$ cat src/rtl/fcc_pkg.sv
// shared types, constants and codes of the fan curve controller
`timescale 1ns / 1ps
package fcc_pkg;

    // field widths
    localparam int TEMP_W = 21;
    localparam int RPM_W  = 16;
    localparam int SEC_W  = 32;
    localparam int PT_W   = 7;
    localparam int PWM_W  = 8;
    localparam int DEG_W  = 11;
    localparam int NUM_W  = 14;
    localparam int PROD_W = 28;

    // configuration port
    localparam int CFG_IDX_W     = 4;
    localparam int CFG_POINTS    = 4;
    localparam int CFG_DUTY_BASE = 4;
    localparam int CFG_REG_COUNT = 8;

    // serial divider geometry
    localparam int DIV_W     = 21;
    localparam int DEN_W     = 10;
    localparam int DIV_CNT_W = 5;

    // behavior constants
    localparam logic [DEN_W-1:0] MILLI_PER_DEG = 10'd1000;
    localparam logic [DEG_W-1:0] FAIL_DEG      = 11'd999;
    localparam logic [PT_W-1:0]  FULL_DUTY     = 7'd100;
    localparam logic [PWM_W-1:0] FULL_PWM      = 8'd255;
    // duty * 255 / 100 as duty * (255 * ceil(2^19 / 100)) >> 19, exact for 0..100
    localparam logic [20:0]      PWM_RECIP     = 21'd1336965;
    localparam int               PWM_SHIFT     = 19;

    // curve reset values
    localparam logic [PT_W-1:0] RST_TEMP_0 = 7'd30;
    localparam logic [PT_W-1:0] RST_TEMP_1 = 7'd50;
    localparam logic [PT_W-1:0] RST_TEMP_2 = 7'd65;
    localparam logic [PT_W-1:0] RST_TEMP_3 = 7'd80;
    localparam logic [PT_W-1:0] RST_DUTY_0 = 7'd0;
    localparam logic [PT_W-1:0] RST_DUTY_1 = 7'd30;
    localparam logic [PT_W-1:0] RST_DUTY_2 = 7'd60;
    localparam logic [PT_W-1:0] RST_DUTY_3 = 7'd100;

    typedef logic [PT_W-1:0] pt_t;
    typedef pt_t [CFG_POINTS-1:0] curve_arr_t;

    // curve lookup outcome: either a duty outright or a division to run
    typedef struct packed {
        logic             direct;
        logic [PT_W-1:0]  duty;
        logic             num_neg;
        logic [NUM_W-1:0] num_mag;
        logic [PT_W-1:0]  den;
    } curve_sel_t;

    typedef enum logic [2:0] {
        ST_IDLE,
        ST_DEG,
        ST_CURVE,
        ST_INTERP,
        ST_SCALE,
        ST_FINISH
    } state_t;

endpackage

$ cat src/rtl/fan_curve_controller_core.sv
// fan curve controller top level: curve registers, poll sequencer and write decisions
`timescale 1ns / 1ps
// One poll enters on the s_ channel (valid/ready) and gives exactly one result
// on the m_ channel (valid/ready). Curve points are written through cfg_wr_en,
// cfg_index and cfg_wdata; the user must write them only while no poll is in
// flight, the block itself does not enforce this. Indexes 0..3 are the point
// temperatures, 4..7 the point duties, anything else is ignored.
// A poll runs through one shared bit-serial divider: once to turn the
// millidegree reading into whole degrees, and again when the temperature
// falls inside a sloped curve segment rather than giving a duty straight off
// the curve. A result enters the output register in the same cycle that
// s_ready returns, and polls are worked one at a time.
// Results sit in an output register, so the next poll is taken while a result
// waits; a stalled receiver holds the finished poll in its last step until the
// output register frees up, and s_ready stays low meanwhile.
// Reset (aresetn, synchronous, active low) restores the default curve,
// forgets the enable and the last PWM write, and disarms the kickstart.
module fan_curve_controller_core (
    input  logic                          aclk,
    input  logic                          aresetn,
    // poll channel
    input  logic                          s_valid,
    output logic                          s_ready,
    input  logic signed [fcc_pkg::TEMP_W-1:0] s_temp_milli,
    input  logic                          s_sensor_ok,
    input  logic [fcc_pkg::RPM_W-1:0]     s_fan_rpm,
    input  logic [fcc_pkg::SEC_W-1:0]     s_now_seconds,
    // result channel
    output logic                          m_valid,
    input  logic                          m_ready,
    output logic [fcc_pkg::PT_W-1:0]      m_duty_percent,
    output logic                          m_failsafe,
    output logic                          m_kick_active,
    output logic                          m_enable_write,
    output logic                          m_pwm_write,
    output logic [fcc_pkg::PWM_W-1:0]     m_pwm_value,
    // configuration write port
    input  logic                          cfg_wr_en,
    input  logic [fcc_pkg::CFG_IDX_W-1:0] cfg_index,
    input  logic [fcc_pkg::PT_W-1:0]      cfg_wdata
);
    import fcc_pkg::*;

    // curve registers
    curve_arr_t       temps_reg;
    curve_arr_t       duties_reg;

    // sequencer and poll registers
    state_t           state_reg, state_next;
    logic             neg_reg, neg_next;
    logic             ok_reg, ok_next;
    logic [RPM_W-1:0] rpm_reg, rpm_next;
    logic [SEC_W-1:0] now_reg, now_next;
    logic [DEG_W-1:0] deg_reg, deg_next;
    logic             fail_reg, fail_next;
    logic             inum_neg_reg, inum_neg_next;
    logic [PT_W-1:0]  duty_reg, duty_next;
    logic [PROD_W-1:0] prod_reg, prod_next;

    // controller state
    logic             enable_done_reg, enable_done_next;
    logic             last_valid_reg, last_valid_next;
    logic [PWM_W-1:0] last_pwm_reg, last_pwm_next;
    logic [SEC_W-1:0] kick_dl_reg, kick_dl_next;

    // output register
    logic             m_valid_reg, m_valid_next;
    logic [PT_W-1:0]  o_duty_reg, o_duty_next;
    logic             o_fail_reg, o_fail_next;
    logic             o_kick_reg, o_kick_next;
    logic             o_ew_reg, o_ew_next;
    logic             o_pw_reg, o_pw_next;
    logic [PWM_W-1:0] o_pwm_reg, o_pwm_next;

    // divider hookup
    logic             div_start;
    logic [DIV_W-1:0] div_dividend;
    logic [DEN_W-1:0] div_divisor;
    logic             div_done;
    logic [DIV_W-1:0] div_quot;

    curve_sel_t       csel;
    logic [DIV_W-1:0] temp_mag;
    logic [PWM_W-1:0] target;
    logic [SEC_W-1:0] dl_cand;
    logic             kick;
    logic [PWM_W-1:0] value;
    logic             s_xfer;
    logic             out_free;

    fcc_serdiv u_div (
        .aclk     (aclk),
        .aresetn  (aresetn),
        .start    (div_start),
        .dividend (div_dividend),
        .divisor  (div_divisor),
        .done     (div_done),
        .quotient (div_quot)
    );

    fcc_curve u_curve (
        .t_neg  (neg_reg),
        .t_mag  (deg_reg),
        .temps  (temps_reg),
        .duties (duties_reg),
        .sel    (csel)
    );

    assign s_ready  = (state_reg == ST_IDLE);
    assign s_xfer   = s_valid && s_ready;
    assign out_free = !m_valid_reg || m_ready;

    // magnitude of the reading, the divider works unsigned
    assign temp_mag = s_temp_milli[TEMP_W-1] ? DIV_W'(-s_temp_milli) : DIV_W'(s_temp_milli);

    // scaled pwm target from the registered product
    assign target = prod_reg[PWM_SHIFT +: PWM_W];

    // kickstart arming and expiry
    always_comb begin
        dl_cand = kick_dl_reg;
        if (duty_reg != '0 && rpm_reg == '0 && kick_dl_reg == '0) begin
            dl_cand = now_reg + 1'b1;
        end
        kick  = dl_cand > now_reg;
        value = kick ? FULL_PWM : target;
    end

    // sequencer: next state, divider launches and next values
    always_comb begin
        state_next       = state_reg;
        neg_next         = neg_reg;
        ok_next          = ok_reg;
        rpm_next         = rpm_reg;
        now_next         = now_reg;
        deg_next         = deg_reg;
        fail_next        = fail_reg;
        inum_neg_next    = inum_neg_reg;
        duty_next        = duty_reg;
        prod_next        = prod_reg;
        enable_done_next = enable_done_reg;
        last_valid_next  = last_valid_reg;
        last_pwm_next    = last_pwm_reg;
        kick_dl_next     = kick_dl_reg;
        m_valid_next     = m_valid_reg && !m_ready;
        o_duty_next      = o_duty_reg;
        o_fail_next      = o_fail_reg;
        o_kick_next      = o_kick_reg;
        o_ew_next        = o_ew_reg;
        o_pw_next        = o_pw_reg;
        o_pwm_next       = o_pwm_reg;
        div_start        = 1'b0;
        div_dividend     = temp_mag;
        div_divisor      = MILLI_PER_DEG;

        case (state_reg)
            ST_IDLE: begin
                if (s_xfer) begin
                    neg_next   = s_temp_milli[TEMP_W-1];
                    ok_next    = s_sensor_ok;
                    rpm_next   = s_fan_rpm;
                    now_next   = s_now_seconds;
                    div_start  = 1'b1;
                    state_next = ST_DEG;
                end
            end
            ST_DEG: begin
                // whole degrees, truncated toward zero, kept as sign and magnitude
                if (div_done) begin
                    deg_next   = div_quot[DEG_W-1:0];
                    fail_next  = !ok_reg || (!neg_reg && div_quot[DEG_W-1:0] >= FAIL_DEG);
                    state_next = ST_CURVE;
                end
            end
            ST_CURVE: begin
                if (fail_reg) begin
                    duty_next  = FULL_DUTY;
                    state_next = ST_SCALE;
                end else if (csel.direct) begin
                    duty_next  = csel.duty;
                    state_next = ST_SCALE;
                end else begin
                    duty_next     = csel.duty;
                    inum_neg_next = csel.num_neg;
                    div_start     = 1'b1;
                    div_dividend  = DIV_W'(csel.num_mag);
                    div_divisor   = DEN_W'(csel.den);
                    state_next    = ST_INTERP;
                end
            end
            ST_INTERP: begin
                if (div_done) begin
                    duty_next  = inum_neg_reg ? (duty_reg - div_quot[PT_W-1:0])
                                              : (duty_reg + div_quot[PT_W-1:0]);
                    state_next = ST_SCALE;
                end
            end
            ST_SCALE: begin
                prod_next  = PROD_W'(duty_reg) * PROD_W'(PWM_RECIP);
                state_next = ST_FINISH;
            end
            ST_FINISH: begin
                // commit the poll once the output register can take it
                if (out_free) begin
                    enable_done_next = 1'b1;
                    kick_dl_next     = kick ? dl_cand : '0;
                    if (!last_valid_reg || last_pwm_reg != value) begin
                        last_valid_next = 1'b1;
                        last_pwm_next   = value;
                    end
                    m_valid_next = 1'b1;
                    o_duty_next  = duty_reg;
                    o_fail_next  = fail_reg;
                    o_kick_next  = kick;
                    o_ew_next    = !enable_done_reg;
                    o_pw_next    = !last_valid_reg || last_pwm_reg != value;
                    o_pwm_next   = value;
                    state_next   = ST_IDLE;
                end
            end
            default: begin
                state_next = ST_IDLE;
            end
        endcase
    end

    // state register and controller state
    always_ff @(posedge aclk) begin
        if (!aresetn) begin
            state_reg       <= ST_IDLE;
            enable_done_reg <= 1'b0;
            last_valid_reg  <= 1'b0;
            last_pwm_reg    <= '0;
            kick_dl_reg     <= '0;
            m_valid_reg     <= 1'b0;
        end else begin
            state_reg       <= state_next;
            enable_done_reg <= enable_done_next;
            last_valid_reg  <= last_valid_next;
            last_pwm_reg    <= last_pwm_next;
            kick_dl_reg     <= kick_dl_next;
            m_valid_reg     <= m_valid_next;
        end
    end

    // curve registers, written by index
    always_ff @(posedge aclk) begin
        if (!aresetn) begin
            temps_reg  <= {RST_TEMP_3, RST_TEMP_2, RST_TEMP_1, RST_TEMP_0};
            duties_reg <= {RST_DUTY_3, RST_DUTY_2, RST_DUTY_1, RST_DUTY_0};
        end else if (cfg_wr_en && cfg_index < CFG_IDX_W'(CFG_REG_COUNT)) begin
            if (cfg_index < CFG_IDX_W'(CFG_DUTY_BASE)) begin
                temps_reg[cfg_index[1:0]] <= cfg_wdata;
            end else begin
                duties_reg[cfg_index[1:0]] <= cfg_wdata;
            end
        end
    end

    // poll payload and output payload
    always_ff @(posedge aclk) begin
        neg_reg      <= neg_next;
        ok_reg       <= ok_next;
        rpm_reg      <= rpm_next;
        now_reg      <= now_next;
        deg_reg      <= deg_next;
        fail_reg     <= fail_next;
        inum_neg_reg <= inum_neg_next;
        duty_reg     <= duty_next;
        prod_reg     <= prod_next;
        o_duty_reg   <= o_duty_next;
        o_fail_reg   <= o_fail_next;
        o_kick_reg   <= o_kick_next;
        o_ew_reg     <= o_ew_next;
        o_pw_reg     <= o_pw_next;
        o_pwm_reg    <= o_pwm_next;
    end

    assign m_valid        = m_valid_reg;
    assign m_duty_percent = o_duty_reg;
    assign m_failsafe     = o_fail_reg;
    assign m_kick_active  = o_kick_reg;
    assign m_enable_write = o_ew_reg;
    assign m_pwm_write    = o_pw_reg;
    assign m_pwm_value    = o_pwm_reg;

endmodule

$ cat src/rtl/fcc_serdiv.sv
// bit-serial restoring divider, one quotient bit per cycle
`timescale 1ns / 1ps
module fcc_serdiv (
    input  logic                      aclk,
    input  logic                      aresetn,
    input  logic                      start,
    input  logic [fcc_pkg::DIV_W-1:0] dividend,
    input  logic [fcc_pkg::DEN_W-1:0] divisor,
    output logic                      done,
    output logic [fcc_pkg::DIV_W-1:0] quotient
);
    import fcc_pkg::*;

    logic [DIV_W-1:0]     dvd_reg, dvd_next;
    logic [DEN_W-1:0]     den_reg, den_next;
    logic [DEN_W-1:0]     rem_reg, rem_next;
    logic [DIV_CNT_W-1:0] cnt_reg, cnt_next;
    logic                 run_reg, run_next;
    logic                 done_reg, done_next;
    logic [DEN_W:0]       trial;
    logic [DEN_W:0]       diff;
    logic                 fits;

    // one restoring step: shift in the next dividend bit, subtract if it fits
    always_comb begin
        trial     = {rem_reg, dvd_reg[DIV_W-1]};
        diff      = trial - {1'b0, den_reg};
        fits      = trial >= {1'b0, den_reg};
        dvd_next  = dvd_reg;
        den_next  = den_reg;
        rem_next  = rem_reg;
        cnt_next  = cnt_reg;
        run_next  = run_reg;
        done_next = 1'b0;
        if (start) begin
            dvd_next = dividend;
            den_next = divisor;
            rem_next = '0;
            cnt_next = DIV_CNT_W'(DIV_W - 1);
            run_next = 1'b1;
        end else if (run_reg) begin
            dvd_next = {dvd_reg[DIV_W-2:0], fits};
            rem_next = fits ? diff[DEN_W-1:0] : trial[DEN_W-1:0];
            cnt_next = cnt_reg - 1'b1;
            if (cnt_reg == '0) begin
                run_next  = 1'b0;
                done_next = 1'b1;
            end
        end
    end

    // control state
    always_ff @(posedge aclk) begin
        if (!aresetn) begin
            run_reg  <= 1'b0;
            done_reg <= 1'b0;
        end else begin
            run_reg  <= run_next;
            done_reg <= done_next;
        end
    end

    // shift registers
    always_ff @(posedge aclk) begin
        dvd_reg <= dvd_next;
        den_reg <= den_next;
        rem_reg <= rem_next;
        cnt_reg <= cnt_next;
    end

    assign done     = done_reg;
    assign quotient = dvd_reg;

endmodule

$ cat src/rtl/fcc_curve.sv
// segment lookup on the four-point curve, sets up the interpolation division
`timescale 1ns / 1ps
module fcc_curve (
    input  logic                      t_neg,
    input  logic [fcc_pkg::DEG_W-1:0] t_mag,
    input  fcc_pkg::curve_arr_t       temps,
    input  fcc_pkg::curve_arr_t       duties,
    output fcc_pkg::curve_sel_t       sel
);
    import fcc_pkg::*;

    curve_arr_t       dp;
    logic             le_first;
    logic             ge_last;
    logic             hit;
    logic [1:0]       lo;
    logic [1:0]       hi;
    logic [PT_W-1:0]  dt;
    logic [PT_W-1:0]  off;
    logic [PT_W-1:0]  dd_mag;
    logic             dd_neg;
    logic [NUM_W-1:0] prod;

    always_comb begin
        // duty points above full scale count as full scale
        for (int i = 0; i < CFG_POINTS; i++) begin
            dp[i] = (duties[i] > FULL_DUTY) ? FULL_DUTY : duties[i];
        end

        le_first = t_neg || (t_mag <= DEG_W'(temps[0]));
        ge_last  = !t_neg && (t_mag >= DEG_W'(temps[CFG_POINTS-1]));

        // first segment that holds t wins
        hit = 1'b0;
        lo  = '0;
        for (int i = CFG_POINTS - 2; i >= 0; i--) begin
            if (t_mag >= DEG_W'(temps[i]) && t_mag <= DEG_W'(temps[i+1])) begin
                hit = 1'b1;
                lo  = 2'(i);
            end
        end
        hi = lo + 1'b1;

        dt     = temps[hi] - temps[lo];
        off    = t_mag[PT_W-1:0] - temps[lo];
        dd_neg = dp[hi] < dp[lo];
        dd_mag = dd_neg ? (dp[lo] - dp[hi]) : (dp[hi] - dp[lo]);
        prod   = NUM_W'(dd_mag) * NUM_W'(off);

        sel.direct  = 1'b1;
        sel.duty    = FULL_DUTY;
        sel.num_neg = dd_neg;
        sel.num_mag = prod;
        sel.den     = dt;

        if (le_first) begin
            sel.duty = dp[0];
        end else if (ge_last) begin
            sel.duty = dp[CFG_POINTS-1];
        end else if (hit) begin
            if (dt == '0) begin
                sel.duty = dp[hi];
            end else if (dp[lo] == '0 && t_mag < DEG_W'(temps[hi])) begin
                sel.duty = '0;
            end else begin
                // base duty plus a truncated fraction of the rise or fall
                sel.direct = 1'b0;
                sel.duty   = dp[lo];
            end
        end
    end

endmodule
$ cat config.mk
export PLATFORM = sky130hd
export DESIGN_NAME = fan_curve_controller_core
export DESIGN_NICKNAME = d
export VERILOG_FILES = /design/src/rtl/fcc_pkg.sv /design/src/rtl/fan_curve_controller_core.sv /design/src/rtl/fcc_serdiv.sv /design/src/rtl/fcc_curve.sv
export SDC_FILE = /design/constraint.sdc
export NUM_CORES = 1
export LEC_CHECK = 0
export ABC_AREA = 1
export BUFFER_PORTS_ARGS = -buffer_cell sky130_fd_sc_hd__buf_2
export CORE_MARGIN = 8
export CORE_UTILIZATION = 40
export DETAILED_ROUTE_END_ITERATION = 7
export PLACE_DENSITY_LB_ADDON = 0.12
export SLEW_MARGIN = 25
export SYNTH_ARGS = -nofsm -noshare
export SYNTH_HDL_FRONTEND = slang
export SYNTH_SLANG_ARGS = --single-unit
$ cat constraint.sdc
create_clock -name aclk -period 12.85 [get_ports aclk]
set_input_delay 2.57 -clock aclk [delete_from_list [all_inputs] [get_ports aclk]]
set_output_delay 2.57 -clock aclk [all_outputs]
set_load 0.02 [all_outputs]
# Word-level counts from Yosys, hierarchy flattened
# Index checks and enable logic that the tools add are counted.
word_totals:
  regBits: 266
  input_bits: 86
op_classes:
  add_sub_neg: 11
  n_lt_le_gt_ge: 23
  multipliers: 2
  bitwise_logic: 6
  n_eq_ne: 10
  reduce_logical: 43
  mux: 64
ops:
  columns: ["op", "n"]
  rows:
  - ["two-way mux 21 bit", 6]
  - ["two-way mux 7 bit", 17]
  - ["two-way mux 32 bit", 2]
  - ["binary-select mux 7 bit (select 2 bit)", 4]
  - ["bitwise mux 28 bit", 2]
  - [">= comparator 11 x 7 -> 1 bit", 4]
  - ["<= comparator 11 x 7 -> 1 bit", 4]
  - ["subtractor 7 bit", 5]
  - ["adder 32 x 1 -> 32 bit, second input constant", 1]
  - ["greater-than comparator 32 bit", 1]
  - ["zero test 32 bit", 1]
  - ["greater-than comparator 7 bit, second input constant", 4]
  - ["multiplier 7 x 21 -> 27 bit, second input constant", 1]
  - ["negation 21 bit", 1]
  - ["two-way mux 10 bit", 2]
  - ["two-way mux 3 bit", 6]
  - ["one-hot mux 3 bit (6 select lines)", 1]
  - ["zero test 16 bit", 1]
  - ["two-way mux 1 bit", 16]
  - ["two-way mux 8 bit", 2]
  - ["demux 7 bit (select 2 bit)", 1]
  - ["zero test 7 bit", 2]
  - ["multiplier 7 x 7 -> 14 bit", 1]
  - ["one-hot mux 7 bit (2 select lines)", 1]
  - ["33 further kinds", 73]

# Logic depth before layout (Yosys ltp)
# Gate-level depths: netlist (run 1).
logic_depth:
  word_depth: 19
  depth_mapped: 52
  ltp_nobuf: 50

# Modules after synthesis
# From an unflattened synthesis (run 1), not the netlist that was laid out.
unflattened:
  hier_cells: 2444
  hier_area_um2: 18871.8
modules_own_cells:
  columns: ["mod", "cells_per_inst", "area_per_inst_um2", "instances", "seq_area_each_um2"]
  rows:
  - ["fan_curve_controller_core", 1404, 11629.9, 1, 4954.8]
  - ["fcc_curve", 725, 4673.2, 1, 0.0]
  - ["fcc_serdiv", 315, 2568.7, 1, 1271.2]

# Worst setup path after synthesis (run 1)
# OpenSTA, ideal clock, no wires.
synth_timing:
  path_kind: "reg-to-reg"
  start: "register deg_reg[6]"
  end: "register u_div.dvd_reg[12] (netlist: u_div.quotient[12]) (data pin)"
  arrival_ps: 7782
  required_time_ps: 12597
  path_slack_ps: 4815
  path_stages_with_launch: 48
  path_buffers: 1
  path_cell_list: "edfxtp_1 ha_1 nand2_1 inv_1 nand2_1 nor2_1 nand2_1 nand2_1 nand2_1 nand2_4 inv_2 nor2_2 o21ai_0 a21boi_0 inv_1 ha_1 a21oi_1 o21ai_0 [12 not listed] inv_1 fa_1 inv_1 ha_1 inv_1 nor2_1 o21ai_0 nand2_1 nand2_1 nand2_1 a21oi_1 inv_1 a21oi_1 o21ai_0 xor2_1 nand2_1 nand3_1 nand2_1"
synth_rtl:
  columns: ["item", "line_no", "rtl"]
  rows:
  - ["start, declared", "fan_curve_controller_core.sv:54", "logic [DEG_W-1:0] deg_reg, deg_next;"]
  - ["start signal, assigned", "fan_curve_controller_core.sv:266", "deg_reg <= deg_next;"]
  - ["end signal, assigned", "fcc_serdiv.sv:65", "dvd_reg <= dvd_next;"]
  - ["end, declared", "fcc_serdiv.sv:14", "logic [DIV_W-1:0] dvd_reg, dvd_next;"]

==> metrics.md, run 1 <==
| Metric | Value |
|---|---|
| Int Power | roughly 0.0019 W |
| Synthesized area | approximately 18000 um^2 |
| Util after Layout | ~45% |
| Worst slew pin tran | about 1 ns |
| Worst Hold End | m_enable_write$_DFFE_PP_ |
| Initial antenna violation count | 2 |
| R2r worst-path depth | 45 |
| Post-synth top cells | nand2_1 (490), inv_1 (344), nor2_1 (220) |
| Worst R2R End | u_div.quotient[13]$_DFFE_PP_ |
| Routed via count | 15.57k |
| RSZ-0062 raised after global routing | no |
| Final min period | approximately 9.5 ns |
| CP Class | register to register |
| Worst path max stage delay | about 0.70 ns |
| Post-synth ARST share | 0% |
| Fmax | about 110 MHz |
| Top-count cell post-synth | nand2_1 |
| Final Hold Viols | 0 |
| Hold depth | 1 |
| Initial Util | about two fifths |
| Reg area | between 6000 and 7000 um^2 |
| Largest net degree at the start of global routing | 61 |
| Crit path arrival time | between 9 and 10 ns |
| # fillers | about 4.6k |
| First-pass GRT wire length | between 80 and 90 mm |
| Synthesized Nets | roughly 2.7k |
| Top cell type's share of synthesized area | around a fifth |
| Width of the die | roughly 230 um |
| Area grow syn2layout | 11.71% |
| Gate power share | ~35% |
| Flop and latch count out of synthesis | about 250 |
| Slew HR | ~35% |
| Share of cells above drive strength 1 | under 10% |
| CP Launch Type | register |
| Standard-cell rows | between 70 and 80 |
| Post-Synthesis Cells | 2342 |
| Crit path max-delay cell type | a21boi_0 |
| Clock power share | a little under 30% |
| Post-synth EDFFs | 126 |
| Post-Route Skew | roughly 0.018 ns |
| CTS tree | done |
| Core ar. | roughly 45000 um^2 |
| Area of the multi-input gates | 10510 um^2 |
| Number of library cell types mapped by synthesis | 53 |
| Sequential share of power | 35.8% |
| Setup TNS Final | 0 ns |
| Pleak | about 9.6 nW |
| Tcrit/Tclk final | approximately three quarters |
| Leading area contributor after synthesis | edfxtp_1 |
| Grt ovf | 0 |
| Flop2flop setup slack | ~3.3 ns |
| Crit. End Element | register |
| Fin nets | 2771 |
| Vias in the first global route | 15.46k |
| HPWL after DPL | between 30 and 40 mm |
| GRT Util Overall | between 10% and 20% |
| Total CTS buffers | 29 |
| Chip Height | between 200 and 250 um |
| Port Buffers | about 110 |
| Status | completed |
| Clock Tree Buf Depth | 3 |
| Crit path top cell by count | nand2_1 |
| PwrDens | ~150 nW/um^2 |
| Setup bufs post-CTS | 0 |
| Post-synthesis sequential area ratio | between 30% and 40% |
| Worst reg2reg path startpoint | deg_reg[6]$_DFFE_PP_ |
| Avg Synthesized Cell Area | slightly below 8 um^2 |
| Root buf cell | clkbuf_16 |
| Worst-Skew Late Latency | between 0.5 and 0.6 ns |
| Clk slew on worst S/H paths | ~0.070 ns |
| # setup viols final | 0 |
| Yosys warns | 0 |
| Ranking of synthesized cells by area | edfxtp_1 (21%), ha_1 (14%), dfxtp_1 (13%) |
| Min-delay src | enable_done_reg$_SDFFE_PN0P_ |
| Max_cap viols | 0 |
| Switch share | ~36% |
| Wire per inst | 16.09 um |
| Crit path max fanout | 19 |
| Diodes inserted | 0 |
| DRC violations left | 0 |
| Vias per cell | 5.084 |
| Psw | around 0.0011 W |
| IO Count | approximately 110 |
| Max VDD drop | approximately 0.11 mV |
| Antenna Nets Post-Route | 0 |
| Htree depth | 1 |
| Sink Count | between 200 and 250 |
| Total die area | between 50000 and 60000 um^2 |
| HP Class | register to register |
| Cts hold-fix bufs | 0 |
| DRT Pass-1 Iters | 5 |
| Final Wtd Congestion | around 0.9 |
| Fin. max-slew vios | 0 |
| Post-cts sizing count | 0 |
| Final wirelength | a little under 50 mm |
| Primary FF master, synth | edfxtp_1 |
| DR iter-0 viols | ~1.0k |
| Req. time, crit path | 13.29 ns |
[kinds of logic after synthesis]
family,synth area share [%]
and+or+nand+nor,22.31
AOI/OAI and AO/OA,12.10
buffers and inverters,8.645
adders and majority gates,18.58
DFF,33.81
xor gates and xnor gates,4.226
muxes,0.3293
[per-layer routing]
| metal | up-vias | wire length (um) | GRT usage, % |
|---|---|---|---|
| li1 | 7938 | - | - |
| met1 | 7247 | 22900 | 24.46 |
| met2 | 305 | 22840 | 30.85 |
| met3 | 77 | 2212 | 2.621 |
| met4 | 4 | 1315 | 5.439 |
| met5 | - | 26 | 0 |
[through the flow]
step           total power, W  hold slack, ns  instances  setup slack [ns]  area (um^2)
4_1_cts              0.003048          0.4683       3063             3.447        20370
3_3_place_gp         0.002119          0.4396       3009             3.777        19340
2_1_floorplan        0.001850          0.4314       2342             4.815        18240
3_5_place_dp         0.002132          0.4541       3009             3.486        19340
6_report             0.003001          0.4664       3063             3.327        20370
5_1_grt              0.003242          0.4840       3063             2.573        20370
[worst max path at each step]
stage	start	to	slack, ns	cells past startpoint
2_1_floorplan	deg_reg[6]$_DFFE_PP_	u_div.quotient[12]$_DFFE_PP_	4.82	47
3_3_place_gp	deg_reg[6]$_DFFE_PP_	u_div.quotient[12]$_DFFE_PP_	3.78	46
3_5_place_dp	deg_reg[6]$_DFFE_PP_	u_div.quotient[13]$_DFFE_PP_	3.49	45
4_1_cts	deg_reg[6]$_DFFE_PP_	u_div.quotient[13]$_DFFE_PP_	3.45	45
5_1_grt	deg_reg[6]$_DFFE_PP_	u_div.quotient[12]$_DFFE_PP_	2.57	45
6_report	deg_reg[6]$_DFFE_PP_	u_div.quotient[13]$_DFFE_PP_	3.33	45
[layout by cell type (no fill, tap or decap), types with 14 or more instances in the layout]
cell type	instances
nand3_1	120
ha_1	202
o211ai_1	14
xor2_1	62
a21oi_1	173
edfxtp_1	126
fa_1	43
o21bai_1	17
xnor2_1	26
clkbuf_16	30
nand4_1	26
nor3_1	28
or2_2	17
nor2_1	217
nand2_1	490
buf_2	106
nor4_1	18
dfxtp_1	119
inv_1	344
o21ai_0	154
[power groups by stage]
stage / combinational, W / sequential, W / clock, W
final: 0.00104 / 0.00107 / 0.000891
after global routing: 0.00121 / 0.00109 / 0.000946
after CTS: 0.00105 / 0.00107 / 0.000921
after detailed placement: 0.00104 / 0.00109 / 0
after global placement: 0.00103 / 0.00109 / 0
after floorplan: 0.000803 / 0.00105 / 0
[critical path: cells and delay by family, from the launching register on]
kind / cells / cell delay, ns
adder cells (fa/ha/maj): 7 / 2.91
flip-flops: 1 / 0.51
AO/OA/AOI/OAI: 12 / 2.59
XOR/XNOR: 1 / 0.55
AND/OR/NAND/NOR: 17 / 2.20
buffers and inverters: 8 / 0.59
[layout make-up]
| cell class | instances | area share (%) |
|---|---|---|
| multi-input cells | 1696 | 51.57 |
| flip-flops and latches | 245 | 30.27 |
| inverters | 357 | 6.602 |
| clock inverters | 15 | 1.087 |
| repair buffers | 111 | 2.788 |
| clock buffers | 39 | 3.998 |
| well taps | 600 | 3.685 |
Note: power is estimated with default switching activity, not from simulation.
==> inputs of run 2 (changes only) <==
- clock period: 12.85 -> 8.95 ns (I/O delays scaled with it)
==> run 2 against run 1 <==
- flip-flop and latch count unchanged
- worst setup slack worse by 2.7 ns
- clock skew up 0.017 ns
==> metrics.md, run 2 (synthesized netlist as in run 1, its figures left out) <==
| Metric | Value |
|---|---|
| Status | completed |
| HPWL after DPL | 39.21 mm (+2.0%) |
| Width of the die | 229.5 um (unchanged) |
| DRT Pass-1 Iters | 5 (unchanged) |
| Htree depth | 1 (unchanged) |
| Final Wtd Congestion | 0.8842 (-2.1%) |
| DRC violations left | 0 (unchanged) |
| Sink Count | 245 (unchanged) |
| DR iter-0 viols | 938 (-10%) |
| Diodes inserted | 0 (unchanged) |
| Cts hold-fix bufs | 0 (unchanged) |
| Fin nets | 2797 (+0.94%) |
| Largest net degree at the start of global routing | 61 (unchanged) |
| Final min period | 8.336 ns (-1.187 ns) |
| Wire per inst | 16.32 um (+1.4%) |
| Initial antenna violation count | 2 (unchanged) |
| Slew HR | 33.80% (-0.85 points) |
| Worst-Skew Late Latency | 0.59 ns (about the same) |
| Clock Tree Buf Depth | 3 (unchanged) |
| Grt ovf | 0 (unchanged) |
| Core ar. | 45190 um^2 (unchanged) |
| Worst path max stage delay | 0.55 ns (-0.15 ns) |
| Initial Util | 40.36% (unchanged) |
| CTS tree | done |
| Met3 GRT Util | 2.423% (-0.20 points) |
| Commonest non-fill, non-tap cell in the layout | nand2_1 |
| HP Class | register to register |
| PwrDens | 207.6 nW/um^2 (+41%) |
| Area grow syn2layout | 12.98% |
| Final Hold Viols | 0 (unchanged) |
| Share of cells above drive strength 1 | 9.799% (+1.2 points) |
| Tcrit/Tclk final | 93.14% (+19 points) |
| Vias in the first global route | 15.27k (-1.2%) |
| IO Count | 107 (unchanged) |
| Power after layout | 0.004278 W (+43%) |
| Port Buffers | 106 (unchanged) |
| Fin. max-slew vios | 0 (unchanged) |
| CP Class | register to register |
| Psw | 0.001561 W (+44%) |
| Post-Route Skew | 0.03486 ns (+0.01680 ns) |
| Grt peak-use layer | met2 |
| Antenna Nets Post-Route | 0 (unchanged) |
| Fmax | 120.0 MHz (+14%) |
| Crit path top cell by count | nand2_1 |
| Commonest cells after routing, fill and taps aside | nand2_1 (489), inv_1 (343), nor2_1 (217), ha_1 (202), a21oi_1 (173) |
| CP Launch Type | register |
| GRT Util Overall | 18.55% (+0.11 points) |
| Flop2flop setup slack | 0.61 ns (-2.71 ns) |
| Clk slew on worst S/H paths | 0.06 ns (about the same) |
| Max_cap viols | 0 (unchanged) |
| # setup viols final | 0 (unchanged) |
| Met1 GRT Util | 24.57% (+0.11 points) |
| RSZ-0062 raised after global routing | no |
| Pleak | 9.750 nW (+1.3%) |
| Vias per cell | 5.106 (+0.44%) |
| Total CTS buffers | 30 (+3.4%) |
| Max VDD drop | 0.1622 mV (+53%) |
| Clock power share | 28.8% (-0.9 points) |
| Root buf cell | clkbuf_16 |
| First-pass GRT wire length | 80.67 mm (+0.66%) |
| Chip Height | 229.5 um (unchanged) |
| Total die area | 52680 um^2 (unchanged) |
| Req. time, crit path | 9.39 ns (-3.90 ns) |
| Routed via count | 15.78k (+1.3%) |
| Worst slew pin tran | 0.9906 ns (+0.01269 ns) |
| Crit path max fanout | 16 (-3) |
| Met2 usage | 31.31% (+0.45 points) |
| Sequential share of power | 36.0% (+0.2 points) |
| Standard-cell rows | 78 (unchanged) |
| Crit path arrival time | 8.78 ns (-1.19 ns) |
| Int Power | 0.002717 W (+42%) |
| Switch share | 36.49% (+0.45 points) |
| Final wirelength | 50.42 mm (+2.3%) |
| Crit. End Element | register |
| Setup TNS Final | 0 ns (unchanged) |
| Gate power share | 35.2% (+0.6 points) |
| Crit path max-delay cell type | fa_1 |
-- run 2: power groups by stage --
stage | clock, W | sequential (W) | combinational (W)
after floorplan | 0 | 0.00150 | 0.00115
after global placement | 0 | 0.00156 | 0.00149
after detailed placement | 0 | 0.00156 | 0.00151
after CTS | 0.00127 | 0.00154 | 0.00152
after global routing | 0.00131 | 0.00156 | 0.00174
final | 0.00123 | 0.00154 | 0.00150
-- run 2: critical path: cells and delay by family (launching register included) --
kind / cells / cell delay (ns)
adder cells (fa/ha/maj): 7 / 3.10
flip-flops: 1 / 0.51
AO/OA/AOI/OAI: 10 / 1.64
buffers and inverters: 9 / 0.77
AND/OR/NAND/NOR: 18 / 1.99
XOR/XNOR: 1 / 0.17
-- run 2: timing repair --
item                       4_1_cts  5_1_grt
setup buffers                    0       12
setup endpoints to repair        0        5
hold endpoints to repair         0        0
resized for setup                0       19
-- run 2: final cells by class --
class                           instances  area (um^2)
Clock inverter                         13        171.4
Fill cell                            4618        24580
Clock buffer                           43        838.3
Tap cell                              600        750.7
Timing Repair Buffer                  135        773.2
Inverter                              357         1355
Multi-Input combinational cell       1697        10550
Sequential cell                       245         6166
-- run 2: metrics by stage --
stage	hold WS [ns]	std cells	util, %	setup WS, ns	instance area (um^2)
2_1_floorplan	0.4314	2342	-	0.9152	18240
3_3_place_gp	0.4407	3021	42.99	0.3230	19430
3_5_place_dp	0.4442	3021	42.99	0.2208	19430
4_1_cts	0.4589	3077	45.23	0.1755	20440
5_1_grt	0.4739	3090	45.60	0.002046	20600
6_report	0.4635	3090	45.60	0.6140	20600
-- run 2: per-layer routing --
layer  part of all wire (%)  vias to the layer above  routed length (um)
met5                  0.054                        -                  27
met4                    2.5                        4                1251
met3                    4.1                       82                2056
met2                     47                      295               23590
met1                     47                     7402               23490
li1                       -                     7994                   -
-- run 2: final timing paths --
kind | start | to | cells after the start
setup / recovery | deg_reg[6]$_DFFE_PP_ | u_div.quotient[13]$_DFFE_PP_ | 45
hold / removal | enable_done_reg$_SDFFE_PN0P_ | m_enable_write$_DFFE_PP_ | 1
setup reg to reg | deg_reg[6]$_DFFE_PP_ | u_div.quotient[13]$_DFFE_PP_ | 45
hold reg to reg | enable_done_reg$_SDFFE_PN0P_ | m_enable_write$_DFFE_PP_ | 1
==> inputs of run 3 (changes only) <==
--- a/config.mk
+++ b/config.mk
@@ -12,2 +12,3 @@
 export DETAILED_ROUTE_END_ITERATION = 7
+export GPL_TIMING_DRIVEN = 0
 export PLACE_DENSITY_LB_ADDON = 0.12
==> constraint.sdc (replaced) <==
create_clock -name aclk -period 8.95 [get_ports aclk]
set_input_delay 0.4475 -clock aclk [delete_from_list [all_inputs] [get_ports aclk]]
set_output_delay 0.4475 -clock aclk [all_outputs]
set_load 0.02 [all_outputs]
==> run 3 against run 2 <==
- global-route usage up 0.42 points
- clock power about the same
- fmax down 1.1%
- via count up 1.0%
- first-iteration DRC count up 5.9%
- cell count up 1.1%
- hold slack worse by 0.42 ns
==> metrics.md, run 3 (synthesized netlist as in run 1, its figures left out) <==
| Metric | Value |
|---|---|
| Status | completed |
| Sink Count | 245 (unchanged) |
| Vias per cell | 5.103 (about the same) |
| Grt ovf | 0 (unchanged) |
| Post-Route Skew | 0.02491 ns (-0.009954 ns) |
| Clk slew on worst S/H paths | 0.06 ns (about the same) |
| Final wirelength | 51.36 mm (+1.9%) |
| Tcrit/Tclk final | 94.16% (+1.0 points) |
| Min-delay src | s_now_seconds[15] |
| Pre-CTS WS | -0.6271 ns (-0.8479 ns) |
| CP Class | register to register |
| Fmax | 118.7 MHz (-1.1%) |
| Commonest non-fill, non-tap cell in the layout | nand2_1 |
| Fin nets | 2832 (+1.3%) |
| IO Count | 107 (unchanged) |
| Width of the die | 229.5 um (unchanged) |
| CP Launch Type | register |
| DRC violations left | 0 (unchanged) |
| Crit path max-delay cell type | edfxtp_1 |
| Wire per inst | 16.44 um (+0.77%) |
| Antenna Nets Post-Route | 0 (unchanged) |
| DR iter-0 viols | 993 (+5.9%) |
| Worst slew pin tran | 0.9367 ns (-0.05387 ns) |
| Crit path top cell by count | nand2_1 |
| Cts hold-fix bufs | 0 (unchanged) |
| Util after Layout | 46.37% (+0.77 points) |
| Share of cells above drive strength 1 | 10.90% (+1.1 points) |
| Pleak | 9.845 nW (+0.98%) |
| Crit. End Element | register |
| Standard-cell rows | 78 (unchanged) |
| CTS tree | done |
| Htree depth | 1 (unchanged) |
| Max_cap viols | 0 (unchanged) |
| Critical Path Start | deg_reg[5]$_DFFE_PP_ |
| Root buf cell | clkbuf_16 |
| Initial antenna violation count | 0 (-2) |
| Crit path max fanout | 10 (-6) |
| Initial Util | 40.36% (unchanged) |
| Slew HR | 36.89% (+3.1 points) |
| Largest net degree at the start of global routing | 29 (-52%) |
| Req. time, crit path | 9.27 ns (-0.12 ns) |
| Total die area | 52680 um^2 (unchanged) |
| Port Buffers | 106 (unchanged) |
| Final Hold Viols | 0 (unchanged) |
| Crit path arrival time | 8.75 ns (-0.03 ns) |
| Worst path max stage delay | 0.55 ns (about the same) |
| Diodes inserted | 0 (unchanged) |
| Chip Height | 229.5 um (unchanged) |
| Commonest cells after routing, fill and taps aside | nand2_1 (490), inv_1 (341), nor2_1 (217), ha_1 (198), a21oi_1 (170) |
| Crit path buf inv count | 10 (+1) |
| Clock Tree Buf Depth | 3 (unchanged) |
| Core ar. | 45190 um^2 (unchanged) |
| Area grow syn2layout | 14.90% |
| Max VDD drop | 0.1325 mV (-18%) |
| Total CTS buffers | 30 (unchanged) |
| PnR worst setup slack | 0.5230 ns (-0.09100 ns) |
| DRT Pass-1 Iters | 5 (unchanged) |
| Fin. max-slew vios | 0 (unchanged) |
| PwrDens | 208.0 nW/um^2 (+0.20%) |
| HP Class | input port to register |
| Final min period | 8.427 ns (+0.09100 ns) |
| First-pass GRT wire length | 82.40 mm (+2.1%) |
| Final Wtd Congestion | 0.9067 (+2.5%) |
| Routed via count | 15.94k (+1.0%) |
| GRT Util Overall | 18.97% (+0.42 points) |
| Worst reg2reg path startpoint | deg_reg[5]$_DFFE_PP_ |
| Worst-Skew Late Latency | 0.58 ns (about the same) |
| HPWL after DPL | 40.64 mm (+3.6%) |
| Minimum hold slack | 0.04417 ns (-0.4193 ns) |
| # setup viols final | 0 (unchanged) |
| Vias in the first global route | 15.79k (+3.4%) |
| CP delay by family, top | adder cells |
-- run 3: cell types whose count changed in the layout (fill, tap and decap cells not counted), sizes merged --
cell,before,now
bufinv,3,5
nand2,500,499
buf,135,139
clkinvlp,1,5
clkinv,12,13
clkbuf,43,66
nor2,225,226
-- run 3: report_power, final --
part           switching, W  internal [W]  leakage [nW]
Clock              0.000502      0.000761         0.487
Sequential         0.000121       0.00140          2.14
Combinational      0.000961      0.000612          7.22
-- run 3: layout make-up --
| type | instances | area (um^2) |
|---|---|---|
| plain buffers | 43 | 240.2 |
| multi-input cells | 1697 | 10690 |
| flip-flops and latches | 245 | 6166 |
| clock buffers | 35 | 769.5 |
| clock inverters | 20 | 255.2 |
| well taps | 600 | 750.7 |
| repair buffers | 127 | 740.7 |
| inverters | 357 | 1345 |
| fillers | 4510 | 24230 |
-- run 3: per-layer routing --
layer	vias up	track usage [%]	wire, um
met4	0	4.204	1042
met1	7505	25.38	24170
met3	72	2.213	1982
li1	8074	-	-
met2	291	32.49	24170
met5	-	0	0
-- run 3: per-stage QoR --
stage / area, um^2 / cells / total power [W] / setup TNS, ns
global placement: 19520 / 3048 / 0.003060 / -2.040
floorplan: 18240 / 2342 / 0.002656 / 0
global route: 20950 / 3124 / 0.004686 / -0.03541
finish: 20950 / 3124 / 0.004359 / 0
detailed placement: 19610 / 3051 / 0.003103 / -2.312
CTS: 20690 / 3108 / 0.004393 / 0
-- run 3: final timing paths --
path / depth (start not counted) / end / slack (ns)
setup / recovery: 46 / u_div.quotient[12]$_DFFE_PP_ / 0.52
hold reg to reg: 2 / u_div.rem_reg[9]$_SDFFE_PP0P_ / 0.47
hold / removal: 1 / now_reg[15]$_DFFE_PP_ / 0.04
setup reg to reg: 46 / u_div.quotient[12]$_DFFE_PP_ / 0.52
-- run 3: timing repair --
| action | CTS | global route |
|---|---|---|
| gates cloned | 0 | 1 |
| pin swaps | 0 | 12 |
| resized for setup | 10 | 44 |
| setup endpoints to repair | 6 | 6 |
| buffers inserted | 2 | 16 |
